`src/sv/nearest_centroid_top_k_defines.svh`:
```
// assertion macros used by the nearest centroid controller
`ifndef NEAREST_CENTROID_TOP_K_DEFINES_SVH
`define NEAREST_CENTROID_TOP_K_DEFINES_SVH

`ifndef NO_ASSERTIONS

// same-cycle implication
`define NCTK_ASSERT_IMP(label, clk, rst, cond, prop) \
   label: assert property (@(posedge clk) disable iff (rst) (cond) |-> (prop)) \
      else $error("nctk assertion failed");

// next-cycle implication
`define NCTK_ASSERT_NXT(label, clk, rst, cond, prop) \
   label: assert property (@(posedge clk) disable iff (rst) (cond) |=> (prop)) \
      else $error("nctk assertion failed");

`else

`define NCTK_ASSERT_IMP(label, clk, rst, cond, prop)
`define NCTK_ASSERT_NXT(label, clk, rst, cond, prop)

`endif

`endif

```
`src/sv/nctk_pkg.sv`:
```
`default_nettype none

package nctk_pkg;

   // default sizing of the top level
   localparam int MAX_DIM_DEF      = 128;
   localparam int MAX_CLUSTERS_DEF = 4096;
   localparam int MAX_TOP_DEF      = 16;

   // fixed field widths
   localparam int COMPONENT_BITS     = 16;
   localparam int SUM_BITS           = 40;
   localparam int DIST_BITS          = 39;
   localparam int INDEX_BITS         = 12;
   localparam int SQ_BITS            = 2 * COMPONENT_BITS;
   localparam int DIMENSION_BITS     = 8;
   localparam int CLUSTER_COUNT_BITS = 13;
   localparam int TOP_COUNT_BITS     = 5;
   localparam int CSR_INDEX_BITS     = 2;
   localparam int CSR_DATA_BITS      = 13;

   // register indexes
   localparam logic [CSR_INDEX_BITS-1:0] REG_DIMENSION     = 2'd0;
   localparam logic [CSR_INDEX_BITS-1:0] REG_CLUSTER_COUNT = 2'd1;
   localparam logic [CSR_INDEX_BITS-1:0] REG_TOP_COUNT     = 2'd2;

   // register reset values
   localparam logic [DIMENSION_BITS-1:0]     DIMENSION_RESET     = 8'd128;
   localparam logic [CLUSTER_COUNT_BITS-1:0] CLUSTER_COUNT_RESET = 13'd4096;
   localparam logic [TOP_COUNT_BITS-1:0]     TOP_COUNT_RESET     = 5'd16;

   // input word ops
   localparam logic OP_LOAD   = 1'b0;
   localparam logic OP_STREAM = 1'b1;

   typedef struct packed {
      logic                             op;
      logic signed [COMPONENT_BITS-1:0] value;
   } req_type;

   typedef struct packed {
      logic [INDEX_BITS-1:0] cluster_index;
      logic [DIST_BITS-1:0]  distance;
      logic                  last;
   } rsp_type;

   // controller to datapath
   typedef struct packed {
      logic load;        // write query component
      logic stream;      // latch centroid component, read query
      logic square;      // form squared difference
      logic accumulate;  // add into running sum
      logic insert;      // place finished distance in sorted list
      logic emit;        // present one list entry
   } cmd_type;

   // datapath to controller
   typedef struct packed {
      logic op_stream;   // op of the word on the request port
      logic vec_end;     // current component closes the centroid
      logic run_end;     // current centroid closes the run
      logic emit_last;   // entry being emitted is the final one
   } status_type;

endpackage

`default_nettype wire

```
`src/sv/nctk_ctrl.sv`:
```
`default_nettype none

`include "nearest_centroid_top_k_defines.svh"

module nctk_ctrl (
   input  wire logic                    clock,
   input  wire logic                    reset,
   input  wire logic                    start,
   output logic                         busy,
   input  wire nctk_pkg::status_type    status,
   output nctk_pkg::cmd_type            cmd
);

   import nctk_pkg::*;

   typedef enum logic [2:0] {
      S_IDLE,
      S_DIFF,
      S_ACC,
      S_INSERT,
      S_EMIT
   } state_type;

   state_type state_ff;
   state_type state_in;

   always_comb begin
      state_in = state_ff;
      case (state_ff)
         S_IDLE: begin
            if (start && status.op_stream) begin
               state_in = S_DIFF;
            end
         end
         S_DIFF: begin
            state_in = S_ACC;
         end
         S_ACC: begin
            state_in = status.vec_end ? S_INSERT : S_IDLE;
         end
         S_INSERT: begin
            state_in = status.run_end ? S_EMIT : S_IDLE;
         end
         S_EMIT: begin
            state_in = status.emit_last ? S_IDLE : S_EMIT;
         end
         default: begin
            state_in = S_IDLE;
         end
      endcase
   end

   always_ff @(posedge clock) begin
      if (reset) begin
         state_ff <= S_IDLE;
      end else begin
         state_ff <= state_in;
      end
   end

   assign busy = (state_ff != S_IDLE);

   always_comb begin
      cmd            = '0;
      cmd.load       = (state_ff == S_IDLE) && start && !status.op_stream;
      cmd.stream     = (state_ff == S_IDLE) && start && status.op_stream;
      cmd.square     = (state_ff == S_DIFF);
      cmd.accumulate = (state_ff == S_ACC);
      cmd.insert     = (state_ff == S_INSERT);
      cmd.emit       = (state_ff == S_EMIT);
   end

   `NCTK_ASSERT_NXT(a_stream_enters_diff, clock, reset, cmd.stream, state_ff == S_DIFF)
   `NCTK_ASSERT_NXT(a_mid_vector_returns, clock, reset, (state_ff == S_ACC) && !status.vec_end, state_ff == S_IDLE)
   `NCTK_ASSERT_NXT(a_last_emit_frees, clock, reset, (state_ff == S_EMIT) && status.emit_last, !busy)
   `NCTK_ASSERT_IMP(a_no_accept_busy, clock, reset, start && busy, !(cmd.load || cmd.stream))

endmodule

`default_nettype wire

```
`config.mk`:
```
export PLATFORM = sky130hd
export DESIGN_NAME = nctk_ctrl
export DESIGN_NICKNAME = d
export VERILOG_FILES = /design/src/sv/nctk_pkg.sv /design/src/sv/nctk_ctrl.sv
export VERILOG_INCLUDE_DIRS = /design/src /design/src/sv
export SDC_FILE = /design/constraint.sdc
export NUM_CORES = 1
export LEC_CHECK = 0
export BUFFER_PORTS_ARGS = -buffer_cell sky130_fd_sc_hd__buf_2
export CAP_MARGIN = 20
export CORE_AREA = 3 3 40 42
export CTS_BUF_LIST = sky130_fd_sc_hd__clkbuf_8
export DETAILED_ROUTE_END_ITERATION = 16
export DIE_AREA = 0 0 43 45
export PLACE_DENSITY_LB_ADDON = 0.08
export SYNTH_ARGS = -nofsm -noshare
export SYNTH_HDL_FRONTEND = slang
export SYNTH_SLANG_ARGS = --single-unit
export TNS_END_PERCENT = 10
```
`constraint.sdc`:
```
create_clock -name clock -period 3.65 [get_ports clock]
set_input_delay 0.365 -clock clock [delete_from_list [all_inputs] [get_ports clock]]
set_output_delay 0.365 -clock clock [all_outputs]
set_load 0.01 [all_outputs]
```
Yosys cells after proc, flatten, opt, wreduce, memory -nomap -nowiden
Cells that the tools add are included.
W data, S select, Z words.
- bits in registers: 3
- output and inout port bits: 7
- word-level logic and storage cells: 18
- equality and inequality tests: 5
- multiplexer cells: 5
- reductions and logical operators: 7
- operators with widths (kind ; number):
    $pmux W3 S5 ; 1
    $mux W3 ; 3
    $eq A3 B2 Y1 const B ; 2
    $logic_and A1 B1 Y1 ; 4
    $eq A3 B1 Y1 const B ; 1
    $eq A3 B3 Y1 const B ; 1
    $logic_not A3 Y1 ; 1
    $reduce_bool A3 Y1 ; 1
    $mux W2 ; 1
    $ne A2 B2 Y1 const B ; 1
    $logic_not A1 Y1 ; 1

Logic depth before layout (Yosys ltp)
- word-level depth: 3
- depth in mapped cells: 3

Worst setup path before layout
No wires, ideal clock.
- kind: flip-flop to output port
- start point: reg state_ff[0]
- end point: out cmd[4] (netlist bit)
- arrival: 1.174 ns
- slack: 2.111 ns
- cell stages (with the launch flop): 4
- path buffers: 1
- path through: dfxtp_1 -> buf_4 -> or4b_1 -> nor2_1
- RTL lines (item ; line ; RTL):
    start: declaration ; nctk_ctrl.sv:24 ; state_type state_ff;
    start signal: assignment ; nctk_ctrl.sv:57 ; state_ff <= state_in;
    end: declaration ; nctk_ctrl.sv:11 ; output nctk_pkg::cmd_type cmd

==> metrics <==
Crit path max-delay family simple AND/OR/NAND/NOR gates; crit share post-route 50.0%; DRT Pass-1 Iters 1; WP buf/inv 1; largest net degree at the start of global routing 12; vias per inst approximately 4.5; wire per inst ~12 µm; Synth Instances 25; die area between 0.0015 and 0.002 mm²; fin area between 300 and 400 µm²; Max Fclk 0.548 GHz; clock transition at the registers of the reported paths 0.03 ns; GR Overflow Total 0; CTS root buffer clkbuf_8; Worst-Skew Late Latency roughly 0.21 ns; Post-Syn Nets 32; R2R depth 2; share of the synthesized area in the top cell type 24.7%; Required @ worst endpoint between 3 and 4 ns; Critical Path End cmd[5]; hold_buf cts 0; Finish-stage setup viols 0; Max Root-Sink Buffers 2; total CTS buffers 3; Rows 13; hold crit path type input port to register; worst-path maximum fanout 11; FF-to-FF End state_ff[2]$_SDFFE_PP0P_; CP Cell Sequence or4b_1 -> nor2_1 -> buf_2; overall routing resource usage 7.23%; sequential fraction of the synthesis area between 20% and 30%; reg-to-reg startpoint state_ff[2]$_SDFFE_PP0P_; vias in the first global route between 200 and 250; Tightest Pin Transition about 0.44 ns; initial core utilization around a fifth; Post-Syn Area 243 µm²; Worst setup SP type register; Sink Count 3; ANT cells 0; Pwr Density just over 400 mW/mm²; max reg flops 3; die height roughly 45 µm; WP depth 3; status completed; TritonCTS clock tree yes; fin crit period about 1.8 ns; Placeable Area between 0.001 and 0.0015 mm²; ranking of synthesized cells by area dfxtp_1 (25%), a2111oi_2 (19%), nor3b_1 (6.2%); CP Capture Type primary output; # resized after CTS 0; setup TNS 0 ns; NumNets Final 47; port bufs 13; post-detailed-placement half-perimeter wirelength 449 µm; Static Leakage ~0.17 nW; largest area contributor in the synthesized netlist dfxtp_1; maximum VDD drop 0.169 mV; largest reg by FF count state_ff; synthesized flop and latch total 3; Hold Fails Final Rpt 0; share of post-route cells with drive strength above 1 about half; RSZ-0062 raised after global routing no; Yosys cell types 18; first-pass GRT wire length roughly 1.0 mm; r2r setup slk approximately 2.2 ns; die span in x 43 µm; synth warn 0; I/O pin cnt 14; Post-Syn Area per Cell a little under 10 µm²; max cap viols 0; critical path class register to primary output; Area growth syn-to-layout 44.8%; final wirelength about 620 µm; detailed-route via count around 250; initial DRC count 0; Top Registers state_ff (3); antenna viol nets, final 0; Setup Skew about 0.0035 ns; CP arrival between 1 and 1.5 ns; antenna violations before repair 0; Placed Area 307 µm²; CTS HTree Levels 1; CP Launch Point state_ff[0]$_SDFFE_PP0P_; DRC Markers 0; postcts setup bufs 0; slowest stage delay, CP a little over 0.6 ns; Max Slew Vio Count 0; Placer Congestion ~0.7; Worst path slowest cell or4b_1; max-slew headroom at the worst pin around 70%
## where the power goes
group / switching (mW) / total [mW] / internal [mW]
clock: 0.0211 / 0.0926 / 0.0715
sequential: 0.00197 / 0.0357 / 0.0338
combinational: 0.00768 / 0.0155 / 0.00786
total: 0.0308 / 0.144 / 0.113
## cell usage in the layout (no fill, tap or decap)
cell type	Yosys	layout
nor2_1	2	2
dfxtp_1	3	3
o22ai_1	1	1
or4b_1	1	1
nor3b_1	2	2
nand2b_1	1	1
or3b_1	1	1
o21a_1	1	1
a2111oi_2	3	3
inv_1	2	3
and3b_1	1	1
or4b_4	1	1
buf_2	1	13
or3_1	1	1
nand4bb_1	1	1
clkbuf_8	0	3
nand4b_1	1	1
## cells in the mapped netlist (all sizes together)
master   instances
o21a             1
nand4bb          1
o22ai            1
or3b             1
inv              2
clkbuf           1
or3              1
buf              2
nor2             2
nand2b           1
a2111oi          3
or4b             2
nor3b            2
dfxtp            3
nand4b           1
and3b            1
## worst min path at each step
stage	slack, ns	cells past startpoint	endpoint	startpoint
after floorplan	0.44	1	state_ff[1]$_SDFFE_PP0P_	reset
after global placement	0.62	2	state_ff[1]$_SDFFE_PP0P_	reset
after detailed placement	0.61	2	state_ff[2]$_SDFFE_PP0P_	reset
after CTS	0.39	2	state_ff[2]$_SDFFE_PP0P_	reset
after global routing	0.40	2	state_ff[2]$_SDFFE_PP0P_	reset
final	0.40	2	state_ff[1]$_SDFFE_PP0P_	reset
## worst register-to-register path: stages, from the launching register on
cell	delay (ns)
dfxtp_1	0.50
or4b_4	0.51
a2111oi_2	0.35
## logic make-up (layout without fill, tap and decap cells)
family	count (synthesis)	after routing	share of synthesized area (%)
buffers and inverters	5	19	11.3
flip-flops	3	3	24.7
AND/OR/NAND/NOR	12	12	39.7
AO/OA/AOI/OAI	5	5	24.2
## per-layer routing
metal  global-route usage [%]  vias up  wire (µm)
li1                         -      124          -
met5                        0        -          0
met4                     7.23        0          0
met2                     11.4        7        315
met1                     7.42      114        264
met3                     2.39        0         43
## area by class of cell
| type | instances | area [µm²] |
|---|---|---|
| sequential | 3 | 60.1 |
| timing repair buffer | 13 | 65.1 |
| tap | 15 | 18.8 |
| fill | 151 | 933 |
| clock inverter | 1 | 3.75 |
| clock buffer | 3 | 41.3 |
| inverter | 2 | 7.51 |
| multi-input combinational | 17 | 155 |
## stage by stage
| step | total power, mW | utilization [%] | std cells | hold slack, ns | setup WS (ns) |
|---|---|---|---|---|---|
| 2_1_floorplan | 0.0444 | - | 25 | 0.441 | 2.11 |
| 3_3_place_gp | 0.0517 | 23.9 | 50 | 0.620 | 2.08 |
| 3_5_place_dp | 0.0518 | 23.9 | 50 | 0.612 | 2.06 |
| 4_1_cts | 0.146 | 27.4 | 54 | 0.394 | 1.82 |
| 5_1_grt | 0.154 | 27.4 | 54 | 0.405 | 1.75 |
| 6_report | 0.144 | 27.4 | 54 | 0.397 | 1.82 |
(Power assumes the default switching activity.)
